$ cat src/design/ntab_pkg.sv
// Types and constants of the neighbor table.
// No dependencies; used by all modules.
package ntab_pkg;

    localparam int ENTRIES_DEF     = 16;
    localparam int MAX_REPORT      = 16;
    localparam int CNT_W           = $clog2(MAX_REPORT + 1);
    localparam int SLOT_W          = 4;
    localparam logic [15:0] DEAD_LIMIT_RST = 16'd40;

    typedef enum logic [2:0] {
        OP_HELLO  = 3'd0,
        OP_BIDIR  = 3'd1,
        OP_STUB   = 3'd2,
        OP_REMOVE = 3'd3,
        OP_TICK   = 3'd4
    } t_op;

    typedef enum logic [3:0] {
        ST_INSERTED  = 4'd0,
        ST_REFRESHED = 4'd1,
        ST_CHANGED   = 4'd2,
        ST_UNCHANGED = 4'd3,
        ST_NOT_FOUND = 4'd4,
        ST_FULL      = 4'd5,
        ST_REMOVED   = 4'd6,
        ST_EXPIRED   = 4'd7,
        ST_TICK_DONE = 4'd8
    } t_status;

    typedef enum logic [1:0] {
        S_IDLE,
        S_SCAN,
        S_DRAIN,
        S_DONE
    } t_state;

    typedef struct packed {
        logic [31:0] neighbor;
        logic [31:0] loc_addr;
        logic [7:0]  port;
        logic        stub;
        logic        bidir;
        logic [15:0] age;
    } t_rec;

    // Controller to datapath; the 6-bit index field covers tables of up to 64 slots.
    typedef struct packed {
        logic       start;
        logic       rd_en;
        logic [5:0] rd_idx;
        logic       finish;
    } t_dp_cmd;

endpackage

$ cat src/design/neighbor_table_with_aging.sv
// Top level of the neighbor table with aging.
// Depends on ntab_pkg, ntab_ctrl and ntab_dp.
//
// Command channel: an op is taken at a rising edge with start high and
// busy low; i_opcode selects hello, mark bidirectional, mark stub,
// remove or tick, the other fields key and describe the neighbor.
// Result channel: each result sits on the o_ ports for one cycle with
// o_strobe high; o_last marks the final result of an op. A tick reports
// each expired entry, at most MAX_REPORT per tick, in slot order, then one
// closing result. Timing: every known op reads the slot memory once per
// slot over its single read port, and a new op is taken only after the
// last one has closed. An unknown opcode skips the slot walk.
// Configuration: i_cfg_we writes i_cfg_wdata into the dead limit; write it
// only between ops.
// Reset (synchronous, active low) clears all valid bits at once and sets
// the dead limit to 40; the first op may follow directly.
// The receiver cannot stall: results are not held.
module neighbor_table_with_aging #(
    parameter int ENTRIES = ntab_pkg::ENTRIES_DEF
) (
    input  logic        i_clk,
    input  logic        i_rst_n,
    input  logic        start,
    output logic        busy,
    input  logic        i_cfg_we,
    input  logic [15:0] i_cfg_wdata,
    input  logic [2:0]  i_opcode,
    input  logic [31:0] i_neighbor_addr,
    input  logic [31:0] i_local_addr,
    input  logic [7:0]  i_port_id,
    output logic        o_strobe,
    output logic [3:0]  o_status,
    output logic [3:0]  o_slot,
    output logic [31:0] o_out_neighbor_addr,
    output logic [31:0] o_out_local_addr,
    output logic [7:0]  o_out_port_id,
    output logic        o_last
);

    ntab_pkg::t_dp_cmd cmd;

    ntab_ctrl #(
        .ENTRIES (ENTRIES)
    ) u_ctrl (
        .i_clk    (i_clk),
        .i_rst_n  (i_rst_n),
        .i_start  (start),
        .i_opcode (i_opcode),
        .o_busy   (busy),
        .o_cmd    (cmd)
    );

    ntab_dp #(
        .ENTRIES (ENTRIES)
    ) u_dp (
        .i_clk               (i_clk),
        .i_rst_n             (i_rst_n),
        .i_cmd               (cmd),
        .i_cfg_we            (i_cfg_we),
        .i_cfg_wdata         (i_cfg_wdata),
        .i_opcode            (i_opcode),
        .i_neighbor_addr     (i_neighbor_addr),
        .i_local_addr        (i_local_addr),
        .i_port_id           (i_port_id),
        .o_strobe            (o_strobe),
        .o_status            (o_status),
        .o_slot              (o_slot),
        .o_out_neighbor_addr (o_out_neighbor_addr),
        .o_out_local_addr    (o_out_local_addr),
        .o_out_port_id       (o_out_port_id),
        .o_last              (o_last)
    );

endmodule

$ cat src/design/ntab_ctrl.sv
// Sequencer of the neighbor table: walks the slots and closes each op.
// Depends on ntab_pkg.
module ntab_ctrl #(
    parameter int ENTRIES = ntab_pkg::ENTRIES_DEF
) (
    input  logic              i_clk,
    input  logic              i_rst_n,
    input  logic              i_start,
    input  logic [2:0]        i_opcode,
    output logic              o_busy,
    output ntab_pkg::t_dp_cmd o_cmd
);

    localparam int IW = (ENTRIES > 1) ? $clog2(ENTRIES) : 1;

    ntab_pkg::t_state r_state, n_state;
    logic [IW-1:0]    r_idx, n_idx;

    always_ff @(posedge i_clk) begin
        if (!i_rst_n) begin
            r_state <= ntab_pkg::S_IDLE;
            r_idx   <= '0;
        end else begin
            r_state <= n_state;
            r_idx   <= n_idx;
        end
    end

    always_comb begin
        n_state      = r_state;
        n_idx        = r_idx;
        o_busy       = (r_state != ntab_pkg::S_IDLE);
        o_cmd        = '0;
        o_cmd.rd_idx = 6'(r_idx);
        case (r_state)
            ntab_pkg::S_IDLE: begin
                if (i_start) begin
                    o_cmd.start = 1'b1;
                    n_idx       = '0;
                    // unknown opcodes need no scan
                    if (i_opcode > 3'(ntab_pkg::OP_TICK)) n_state = ntab_pkg::S_DONE;
                    else                                   n_state = ntab_pkg::S_SCAN;
                end
            end
            ntab_pkg::S_SCAN: begin
                o_cmd.rd_en = 1'b1;
                if (r_idx == IW'(ENTRIES - 1)) n_state = ntab_pkg::S_DRAIN;
                else                           n_idx   = r_idx + 1'b1;
            end
            ntab_pkg::S_DRAIN: begin
                // last slot read is processed here
                n_state = ntab_pkg::S_DONE;
            end
            ntab_pkg::S_DONE: begin
                o_cmd.finish = 1'b1;
                n_state      = ntab_pkg::S_IDLE;
            end
            default: n_state = ntab_pkg::S_IDLE;
        endcase
    end

endmodule

$ cat src/design/ntab_dp.sv
// Datapath of the neighbor table: slot memory, valid bits, lookup and aging.
// Depends on ntab_pkg; driven by ntab_ctrl commands.
module ntab_dp #(
    parameter int ENTRIES = ntab_pkg::ENTRIES_DEF
) (
    input  logic              i_clk,
    input  logic              i_rst_n,
    input  ntab_pkg::t_dp_cmd i_cmd,
    input  logic              i_cfg_we,
    input  logic [15:0]       i_cfg_wdata,
    input  logic [2:0]        i_opcode,
    input  logic [31:0]       i_neighbor_addr,
    input  logic [31:0]       i_local_addr,
    input  logic [7:0]        i_port_id,
    output logic              o_strobe,
    output logic [3:0]        o_status,
    output logic [3:0]        o_slot,
    output logic [31:0]       o_out_neighbor_addr,
    output logic [31:0]       o_out_local_addr,
    output logic [7:0]        o_out_port_id,
    output logic              o_last
);

    localparam int IW   = (ENTRIES > 1) ? $clog2(ENTRIES) : 1;
    localparam int EXTW = (IW > ntab_pkg::SLOT_W) ? IW : ntab_pkg::SLOT_W;
    localparam int CW   = ntab_pkg::CNT_W;

    ntab_pkg::t_rec r_mem [ENTRIES];
    ntab_pkg::t_rec r_rd_data;

    logic [ENTRIES-1:0] r_valid, n_valid;
    logic [15:0]        r_dead_limit;

    logic [2:0]     r_op;
    logic [31:0]    r_key, r_laddr;
    logic [7:0]     r_port;

    logic           r_proc_en;
    logic [IW-1:0]  r_proc_idx;

    logic           r_hit, n_hit, r_free, n_free;
    logic [IW-1:0]  r_hit_idx, n_hit_idx, r_free_idx, n_free_idx;
    ntab_pkg::t_rec r_hit_rec, n_hit_rec;
    logic [CW-1:0]  r_cnt, n_cnt;

    logic           mem_we;
    logic [IW-1:0]  mem_wa;
    ntab_pkg::t_rec mem_wd;

    logic                r_o_strobe, n_o_strobe;
    ntab_pkg::t_status   r_o_status, n_o_status;
    logic [IW-1:0]       r_o_idx, n_o_idx;
    logic [31:0]         r_o_naddr, n_o_naddr, r_o_laddr, n_o_laddr;
    logic [7:0]          r_o_port, n_o_port;
    logic                r_o_last, n_o_last;
    logic [EXTW-1:0]     slot_ext;

    always_ff @(posedge i_clk) begin
        if (i_cmd.rd_en) r_rd_data <= r_mem[i_cmd.rd_idx[IW-1:0]];
        if (mem_we)      r_mem[mem_wa] <= mem_wd;
    end

    always_ff @(posedge i_clk) begin
        if (!i_rst_n) begin
            r_valid      <= '0;
            r_dead_limit <= ntab_pkg::DEAD_LIMIT_RST;
            r_proc_en    <= 1'b0;
            r_hit        <= 1'b0;
            r_free       <= 1'b0;
            r_cnt        <= '0;
            r_o_strobe   <= 1'b0;
        end else begin
            r_valid    <= n_valid;
            r_proc_en  <= i_cmd.rd_en;
            r_hit      <= n_hit;
            r_free     <= n_free;
            r_cnt      <= n_cnt;
            r_o_strobe <= n_o_strobe;
            if (i_cfg_we) r_dead_limit <= i_cfg_wdata;
        end
    end

    always_ff @(posedge i_clk) begin
        if (i_cmd.start) begin
            r_op    <= i_opcode;
            r_key   <= i_neighbor_addr;
            r_laddr <= i_local_addr;
            r_port  <= i_port_id;
        end
        r_proc_idx <= i_cmd.rd_idx[IW-1:0];
        r_hit_idx  <= n_hit_idx;
        r_free_idx <= n_free_idx;
        r_hit_rec  <= n_hit_rec;
        r_o_status <= n_o_status;
        r_o_idx    <= n_o_idx;
        r_o_naddr  <= n_o_naddr;
        r_o_laddr  <= n_o_laddr;
        r_o_port   <= n_o_port;
        r_o_last   <= n_o_last;
    end

    always_comb begin
        ntab_pkg::t_rec rec;
        ntab_pkg::t_rec w_rec;
        logic           v;
        logic [15:0]    age_inc;

        rec        = r_rd_data;
        w_rec      = r_hit_rec;
        v          = r_valid[r_proc_idx];
        age_inc    = (rec.age == 16'hFFFF) ? rec.age : rec.age + 16'd1;

        n_valid    = r_valid;
        n_hit      = r_hit;
        n_free     = r_free;
        n_hit_idx  = r_hit_idx;
        n_free_idx = r_free_idx;
        n_hit_rec  = r_hit_rec;
        n_cnt      = r_cnt;
        mem_we     = 1'b0;
        mem_wa     = r_proc_idx;
        mem_wd     = rec;
        n_o_strobe = 1'b0;
        n_o_status = ntab_pkg::ST_UNCHANGED;
        n_o_idx    = '0;
        n_o_naddr  = r_key;
        n_o_laddr  = '0;
        n_o_port   = '0;
        n_o_last   = 1'b0;

        if (i_cmd.start) begin
            n_hit  = 1'b0;
            n_free = 1'b0;
            n_cnt  = '0;
        end

        if (r_proc_en) begin
            if (r_op == 3'(ntab_pkg::OP_TICK)) begin
                if (v) begin
                    if (!rec.stub && age_inc > r_dead_limit &&
                        r_cnt < CW'(ntab_pkg::MAX_REPORT)) begin
                        // drop the entry and report it
                        n_valid[r_proc_idx] = 1'b0;
                        n_cnt      = r_cnt + 1'b1;
                        n_o_strobe = 1'b1;
                        n_o_status = ntab_pkg::ST_EXPIRED;
                        n_o_idx    = r_proc_idx;
                        n_o_naddr  = rec.neighbor;
                        n_o_laddr  = rec.loc_addr;
                        n_o_port   = rec.port;
                    end else begin
                        mem_we     = 1'b1;
                        mem_wd     = rec;
                        mem_wd.age = age_inc;
                    end
                end
            end else begin
                if (v && rec.neighbor == r_key && !r_hit) begin
                    n_hit     = 1'b1;
                    n_hit_idx = r_proc_idx;
                    n_hit_rec = rec;
                end
                if (!v && !r_free) begin
                    n_free     = 1'b1;
                    n_free_idx = r_proc_idx;
                end
            end
        end

        if (i_cmd.finish) begin
            n_o_strobe = 1'b1;
            n_o_last   = 1'b1;
            if (r_hit) begin
                n_o_idx   = r_hit_idx;
                n_o_naddr = r_hit_rec.neighbor;
                n_o_laddr = r_hit_rec.loc_addr;
                n_o_port  = r_hit_rec.port;
            end
            mem_wa = r_hit_idx;
            case (r_op)
                ntab_pkg::OP_TICK: begin
                    n_o_status = ntab_pkg::ST_TICK_DONE;
                    n_o_naddr  = '0;
                end
                ntab_pkg::OP_HELLO: begin
                    if (r_hit) begin
                        n_o_status = ntab_pkg::ST_REFRESHED;
                        w_rec.age  = '0;
                        mem_we     = 1'b1;
                        mem_wd     = w_rec;
                    end else if (r_free) begin
                        n_o_status          = ntab_pkg::ST_INSERTED;
                        n_o_idx             = r_free_idx;
                        n_o_laddr           = r_laddr;
                        n_o_port            = r_port;
                        n_valid[r_free_idx] = 1'b1;
                        mem_we              = 1'b1;
                        mem_wa              = r_free_idx;
                        mem_wd.neighbor     = r_key;
                        mem_wd.loc_addr     = r_laddr;
                        mem_wd.port         = r_port;
                        mem_wd.stub         = 1'b0;
                        mem_wd.bidir        = 1'b0;
                        mem_wd.age          = '0;
                    end else begin
                        n_o_status = ntab_pkg::ST_FULL;
                    end
                end
                ntab_pkg::OP_BIDIR: begin
                    if (!r_hit)                 n_o_status = ntab_pkg::ST_NOT_FOUND;
                    else if (r_hit_rec.bidir)   n_o_status = ntab_pkg::ST_UNCHANGED;
                    else begin
                        n_o_status  = ntab_pkg::ST_CHANGED;
                        w_rec.bidir = 1'b1;
                        mem_we      = 1'b1;
                        mem_wd      = w_rec;
                    end
                end
                ntab_pkg::OP_STUB: begin
                    if (!r_hit)                 n_o_status = ntab_pkg::ST_NOT_FOUND;
                    else if (r_hit_rec.stub)    n_o_status = ntab_pkg::ST_UNCHANGED;
                    else begin
                        n_o_status = ntab_pkg::ST_CHANGED;
                        w_rec.stub = 1'b1;
                        mem_we     = 1'b1;
                        mem_wd     = w_rec;
                    end
                end
                ntab_pkg::OP_REMOVE: begin
                    if (!r_hit) n_o_status = ntab_pkg::ST_NOT_FOUND;
                    else begin
                        n_o_status         = ntab_pkg::ST_REMOVED;
                        n_valid[r_hit_idx] = 1'b0;
                    end
                end
                default: begin
                    // unknown opcode: no lookup was run
                    n_o_status = ntab_pkg::ST_UNCHANGED;
                    n_o_idx    = '0;
                    n_o_naddr  = r_key;
                    n_o_laddr  = '0;
                    n_o_port   = '0;
                end
            endcase
        end
    end

    assign slot_ext            = EXTW'(r_o_idx);
    assign o_strobe            = r_o_strobe;
    assign o_status            = r_o_status;
    assign o_slot              = slot_ext[ntab_pkg::SLOT_W-1:0];
    assign o_out_neighbor_addr = r_o_naddr;
    assign o_out_local_addr    = r_o_laddr;
    assign o_out_port_id       = r_o_port;
    assign o_last              = r_o_last;

endmodule

$ cat config.mk
export PLATFORM = sky130hd
export DESIGN_NAME = neighbor_table_with_aging
export DESIGN_NICKNAME = d
export VERILOG_FILES = /design/src/design/ntab_pkg.sv /design/src/design/neighbor_table_with_aging.sv /design/src/design/ntab_ctrl.sv /design/src/design/ntab_dp.sv
export SDC_FILE = /design/constraint.sdc
export NUM_CORES = 2
export LEC_CHECK = 0
export ABC_AREA = 1
export BUFFER_PORTS_ARGS = -buffer_cell sky130_fd_sc_hd__buf_2
export CAP_MARGIN = 20
export CORE_MARGIN = 8
export CORE_UTILIZATION = 50
export CTS_CLUSTER_SIZE = 40
export DETAILED_ROUTE_END_ITERATION = 7
export GPL_TIMING_DRIVEN = 0
export PLACE_DENSITY = 0.68
export SYNTH_ARGS = -nofsm -noshare
export SYNTH_HDL_FRONTEND = slang
export SYNTH_SLANG_ARGS = --single-unit
$ cat constraint.sdc
create_clock -name i_clk -period 11.7 [get_ports i_clk]
set_input_delay 2.34 -clock i_clk [delete_from_list [all_inputs] [get_ports i_clk]]
set_output_delay 2.34 -clock i_clk [all_outputs]
set_load 0.02 [all_outputs]
## After elaboration in Yosys (flattened, before gate mapping)

Memories as Yosys holds them, arrays and structs flattened. A register that Yosys moved wholly into a read port is not among the register bits.
Cells that the tools add are included.

| operators by class | value |
|---|---|
| equal/unequal tests | 13 |
| add/subtract/negate cells | 3 |
| muxes and demuxes | 125 |
| reductions and logical operators | 22 |
| magnitude comparators | 9 |
| bitwise logic cells | 6 |

Operators by type and width:

| kind | number |
|---|---|
| 90-bit 2-to-1 mux | 7 |
| 32-bit 2-to-1 mux | 14 |
| 90-bit one-hot mux with 3 select lines | 1 |
| 16-bit 2-to-1 mux | 13 |
| 32-bit one-hot mux with 2 select lines | 2 |
| 4-bit 2-to-1 mux | 19 |
| 8-bit 2-to-1 mux | 8 |
| 1-bit 2-to-1 mux | 37 |
| 16-bit bitwise AND | 2 |
| 32-bit == test | 1 |
| 16-bit inverter | 2 |
| 16-bit one-hot mux with 2 select lines | 1 |
| 5-bit 2-to-1 mux | 5 |
| 4-bit one-hot mux with 5 select lines | 1 |
| 16-bit by 1-bit adder with 16-bit output, second input constant | 1 |
| 16-bit == test, second input constant | 1 |
| 16-bit > comparator | 1 |
| 16-bit bitwise OR | 1 |
| 4-bit one-hot mux with 2 select lines | 2 |
| 8-bit one-hot mux with 2 select lines | 1 |
| 4-bit by 5-bit less-than comparator with 1-bit output, second input constant | 3 |
| 1-bit demux with 4-bit select | 3 |
| 4-bit by 1-bit >= comparator with 1-bit output, second input constant | 3 |
| 3-bit 2-to-1 mux | 4 |
| other kinds (25) | 45 |

| storage, ports and cells | value |
|---|---|
| memories kept | 1 |
| word-level logic and storage cells | 207 |
| bits of input ports | 95 |
| memory bits (writable) | 1,440 |
| register bits | 305 |
| output and inout port bits | 83 |

Memories:

| memory | depth | width | read ports | clocked after memory_dff | write ports | line | RTL |
|---|---|---|---|---|---|---|---|
| u_dp.r_mem | 16 | 90 | 1 | 1 | 1 | ntab_dp.sv:28 | `ntab_pkg::t_rec r_mem [ENTRIES];` |

## Depth between registers and ports, before layout

| logic depth | value |
|---|---|
| depth in word-level cells | 15 |
| depth in mapped cells | 26 |

## Cells and area by module

Synthesis repeated with hierarchy kept, for this count alone.

| second synthesis, totals | value |
|---|---|
| cell total of the unflattened synthesis | 6,246 |
| area, all modules | 76,978.8 µm² |

Modules (own cells, without submodules):

| module | cells each | times used | area an instance (µm²) |
|---|---|---|---|
| ntab_dp | 6,168 | 1 | 76,488.4 |
| ntab_ctrl | 78 | 1 | 490.5 |

## Worst setup path before layout

OpenSTA, ideal clock, no wires.

| path | value |
|---|---|
| path type | reg-to-reg |
| from | reg u_dp.r_rd_data[0] (netlist name) |
| to | mem u_dp.r_mem[13][0] in the netlist's numbering (enable) |
| path slack | 4,396 ps |
| arrival | 6,765 ps |
| data required time | 11,161 ps |
| clock period less this slack | 7,304 ps |
| library setup time | 539 ps |
| stages on the path, launching flop included | 22 |
| buffers on the path | 0 |
| cell sequence | edfxtp_1 > ha_1 > nand2_1 > nor2_1 > nand2_1 > nor2_1 > nand4_1 > nand2_1 > nor2_1 > xor2_1 > inv_1 > ha_1 > nand2_1 > nor2_1 > and2_1 > nand2_1 > o21ai_0 > a21o_1 > nand2_1 > o221ai_2 > nand2_1 > nor2_1 |

| between the ends | value |
|---|---|
| cells in the longest elaborated chain, start to end | 15 |

RTL lines:

| item | line | RTL |
|---|---|---|
| 16-bit by 1-bit adder with 16-bit output or 16-bit == test (tied branches) | ntab_dp.sv:111 | `age_inc = (rec.age == 16'hFFFF) ? rec.age : rec.age + 16'd1;` |
| 16-bit 2-to-1 mux (*) | ntab_dp.sv:111 |  |
| 16-bit > comparator (*) | ntab_dp.sv:140 | `if (!rec.stub && age_inc > r_dead_limit &&` |
| 1-bit logical AND (*) (2 in a row) | ntab_dp.sv:140 |  |
| 1-bit 2-to-1 mux (*) | ntab_dp.sv:140 |  |
| 1-bit 2-to-1 mux (*) | ntab_dp.sv:139 | `if (v) begin` |
| 1-bit 2-to-1 mux (*) | ntab_dp.sv:138 | `if (r_op == 3'(ntab_pkg::OP_TICK)) begin` |
| 1-bit 2-to-1 mux (*) | ntab_dp.sv:137 | `if (r_proc_en) begin` |
| 1-bit 2-to-1 mux (on tied branches) | ntab_dp.sv:221, ntab_dp.sv:191, ntab_dp.sv:211 |  |
| 1-bit 2-to-1 mux (on tied branches) | ntab_dp.sv:220, ntab_dp.sv:186, ntab_dp.sv:210 |  |
| 1-bit one-hot mux with 3 select lines | ntab_dp.sv:180 | `case (r_op)` |
| 1-bit 2-to-1 mux (*) | ntab_dp.sv:170 | `if (i_cmd.finish) begin` |
| 1-bit 2-to-1 mux (*) | ntab_dp.sv:60 | `if (mem_we) r_mem[mem_wa] <= mem_wd;` |
| 1-bit 2-to-1 mux (implied by the code) (*) | ntab_dp.sv:60 |  |
| end, declared | ntab_dp.sv:28 |  |

Mark *: on every way between the ends. The rest lies on a longest branch, timed or not.

## Final worst setup path

| path | value |
|---|---|
| from | reg u_dp.r_rd_data[0] (netlist name) |
| to | mem u_dp.r_mem[2][50] in the netlist's numbering (enable) |

| between the ends | value |
|---|---|
| cells in the longest elaborated chain, start to end | 15 |

RTL lines:

| item | line |
|---|---|
| 16-bit by 1-bit adder with 16-bit output or 16-bit == test (tied branches) | ntab_dp.sv:111 |
| 16-bit 2-to-1 mux (*) | ntab_dp.sv:111 |
| 16-bit > comparator (*) | ntab_dp.sv:140 |
| 1-bit logical AND (*) (2 in a row) | ntab_dp.sv:140 |
| 1-bit 2-to-1 mux (*) | ntab_dp.sv:140 |
| 1-bit 2-to-1 mux (*) | ntab_dp.sv:139 |
| 1-bit 2-to-1 mux (*) | ntab_dp.sv:138 |
| 1-bit 2-to-1 mux (*) | ntab_dp.sv:137 |
| 1-bit 2-to-1 mux (on tied branches) | ntab_dp.sv:221, ntab_dp.sv:191, ntab_dp.sv:211 |
| 1-bit 2-to-1 mux (on tied branches) | ntab_dp.sv:220, ntab_dp.sv:186, ntab_dp.sv:210 |
| 1-bit one-hot mux with 3 select lines | ntab_dp.sv:180 |
| 1-bit 2-to-1 mux (*) | ntab_dp.sv:170 |
| 1-bit 2-to-1 mux (*) | ntab_dp.sv:60 |
| 1-bit 2-to-1 mux (implied by the code) (*) | ntab_dp.sv:60 |

Marked as above.

==> results.cfg <==
[status]
outcome = finished clean

[detailed_routing]
firstDrtPassIters = 6
drt_iter0_drc = 7890
wl_per_cell_um = 28.1
drc = 0
wl_um = 241000
final_antenna_net_count = 0
via_per_inst = 6.21
vias = 53300

[run]
cap_viol_max_count = 0

[timing]
slew_headroom_pct = 19.9
slew_violations = 0
fmax_mhz = 157
timing.final.crit_period_ns = 6.35
finalClockSkew_ns = 0.0428
setup_violations = 0
fin_crit_sh_pct = 54.3
tightest_slew_ns = 1.19
hold_violations = 0
rsz0062_at_grt = no

[clocking]
cts_resized = 0
cts_buffer_depth = 3
htree_num_levels = 4
cts_tree = yes
cts_buffers = 183
clock_sinks = 1835
clk_pin_slew_ns = 0.07
cts_root_buf = clkbuf_16
cts_setup_buffers = 0
clk_latency_ns = 0.84
hold_buffers = 0

[die]
dieHeight_um = 402
core_region_area_mm2 = 0.148
start_util_pct = 50.4
die_w_um = 402
rows = 141
die_area_mm2 = 0.161
pin_count = 178

[logic_synthesis]
synth_top_cell_by_area = edfxtp_1
yosys_warnings = 0
yosysMostFrequentCell = edfxtp_1
async_reset_ff_share_pct = 0
synth_area_leaders = edfxtp_1 (69%), nor2_1 (4.8%), nand2_1 (4.3%)
netlist_instances = 6004
synth_edf_count = 1703
synth_top_area_share_pct = 68.7
synth.distinct_cells = 45
synthesis.area_mm2 = 0.0744
yosysSeqAreaShare_pct = 72.3
ys_seq_elements = 1835
synthTopCellsByCount = edfxtp_1 (1,703), nor2_1 (953), nand2_1 (861)
syn-num-nets = 6122
synthFlopType = edfxtp_1
syn_avg_cell_area_um2 = 12.4

[critical_path]
path_class = flip-flop to flip-flop
path_buf_inv = 4
cp-start-kind = flip-flop
critical_path.most_common_cell = nand2_1
cp_max_fo = 25
cp_slowest_stage_delay_ns = 0.71
cpMaxStageDelayCell = nor2_4
critPathRequiredTime_ns = 12.23
endpoint_kind = flip-flop
crit_chain = ha_1 -> nand2_1 -> nor2_1 -> nand2_1 -> nor2_1 -> nand4_1 -> nand2_1 -> nor2_1 -> xor2_1 -> inv_1 -> ha_1 -> nand2_1 -> nor2_1 -> and2_1 -> nand2_1 -> o21ai_0 -> a21o_1 -> nand2_1 -> o221ai_2 -> nand2_1 -> nor2_4 -> buf_12 -> buf_12 -> buf_12
path_delay_family = simple AND/OR/NAND/NOR gates
crit_arrival_ns = 6.88

[min_path]
hp-class = flip-flop to flip-flop

[grt]
grt_pass1_vias = 51300
gr-total-overflow = 0
grt_pass1_wl_um = 345000
track_usage_pct = 28.8
grt_antenna_before_repair = 14
grt_max_degree = 71

[placement]
io_buffers = 176
post-dp-hpwl_um = 163000
place_area_mm2 = 0.0792
gp_congestion = 0.961
dp_cells = 8209

[pwr]
p_per_area_mw_per_mm2 = 207
vdd.ir_drop.worst_mv = 0.165
power_mw = 17.7
p_leak_nw = 28.8

[final_layout]
stdcell_count = 8579
drive_above_1_share_pct = 9.86
stdcell_area_mm2 = 0.0856
postLayoutCoreUtil_pct = 58.0
final_nets = 6592
area_delta_synth_final_pct = 15.1
-- final timing paths --
kind / cells past startpoint / end / slack, ns / from
worst min register to register: 0 / u_dp.r_proc_idx[2] / 0.36 / u_ctrl.r_idx[2]
worst max register to register: 24 / u_dp.r_mem[2][50] / 5.35 / u_dp.r_rd_data[0]
worst min-delay path: 0 / u_dp.r_proc_idx[2] / 0.36 / u_ctrl.r_idx[2]
worst max-delay path: 24 / u_dp.r_mem[2][50] / 5.35 / u_dp.r_rd_data[0]
-- cells by family (layout without fill, tap and decap cells) --
| family | count (synthesis) | in the layout | synth area share, % |
|---|---|---|---|
| fa+ha+maj | 23 | 23 | 0.387 |
| xor+xnor | 17 | 17 | 0.200 |
| compound gates | 1296 | 1296 | 10.9 |
| flops | 1835 | 1835 | 72.3 |
| simple gates | 2112 | 2112 | 11.3 |
| buf+inv | 579 | 1209 | 3.03 |
| mux | 142 | 142 | 1.91 |
| other cells | 0 | 15 | 0 |
-- where the power goes --
| part | internal [mW] | leakage, nW | switching, mW | total [mW] |
|---|---|---|---|---|
| Clock | 3.50 | 3.03 | 2.61 | 6.10 |
| Sequential | 7.98 | 16.4 | 0.236 | 8.22 |
| Combinational | 0.837 | 9.33 | 2.57 | 3.41 |
| Total | 12.3 | 28.8 | 5.41 | 17.7 |
-- routing by layer --
metal	routed length (um)	track usage [%]	up-vias
li1	-	-	23100
met1	91100	37.9	26200
met2	110000	45.1	3462
met3	27700	6.43	584
met4	12600	14.6	4
met5	23	0	-
-- cells in the final DEF (no fill, tap or decap), types with 84 or more instances in the layout --
master	Yosys	layout
buf_2	36	220
o22ai_1	88	85
a21oi_1	146	146
nand2_1	861	861
o221ai_1	142	142
o21ai_1	44	84
clkbuf_16	0	185
inv_1	181	169
mux2i_1	142	142
edfxtp_1	1703	1703
o21ai_0	592	551
nand3_1	238	238
nor2_1	953	947
clkbuf_1	320	354
o32ai_1	218	218
dfxtp_1	132	132
-- through the flow --
stage | setup TNS [ns] | hold WS [ns] | worst slack (ns)
finish | 0 | 0.358 | 5.35
global route | 0 | 0.371 | 4.98
CTS | 0 | 0.356 | 5.41
detailed placement | 0 | 0.346 | 5.49
global placement | -237.01 | 0.342 | -0.850
floorplan | 0 | 0.329 | 4.40
-- registers in the layout, indices dropped and copies added, names as in the netlist, 5 cells and up --
name	count
u_dp.r_valid	16
u_dp.r_mem	1440
u_dp.r_rd_data	90
u_dp.r_dead_limit	16
u_dp.r_cnt	5
u_dp.r_hit_rec	90
u_dp.o_out_local_addr	32
u_dp.r_key	32
u_dp.o_out_port_id	8
u_dp.r_port	8
u_dp.o_out_neighbor_addr	32
u_dp.r_laddr	32
-- area by class of cell --
cell class	count	area, um^2
inverters	193	777
multi-input cells	3590	18400
plain buffers	386	1540
well taps	1930	2410
clock buffers	237	4890
repair buffers	285	2370
flip-flops and latches	1835	53800
clock inverters	108	1360
fillers	11600	62100
diodes	15	37.5
-- worst reg2reg max path: stages (launching register included) --
cell      delay [ns]
edfxtp_1        0.40
ha_1            0.22
nand2_1         0.07
nor2_1          0.36
nand2_1         0.13
nor2_1          0.23
nand4_1         0.40
nand2_1         0.24
nor2_1          0.07
xor2_1          0.13
inv_1           0.08
ha_1            0.29
nand2_1         0.05
nor2_1          0.07
and2_1          0.20
nand2_1         0.08
o21ai_0         0.22
a21o_1          0.40
nand2_1         0.43
o221ai_2        0.28
nand2_1         0.16
nor2_4          0.71
buf_12          0.31
buf_12          0.25
buf_12          0.24
Note: power is estimated with default switching activity, not from simulation.
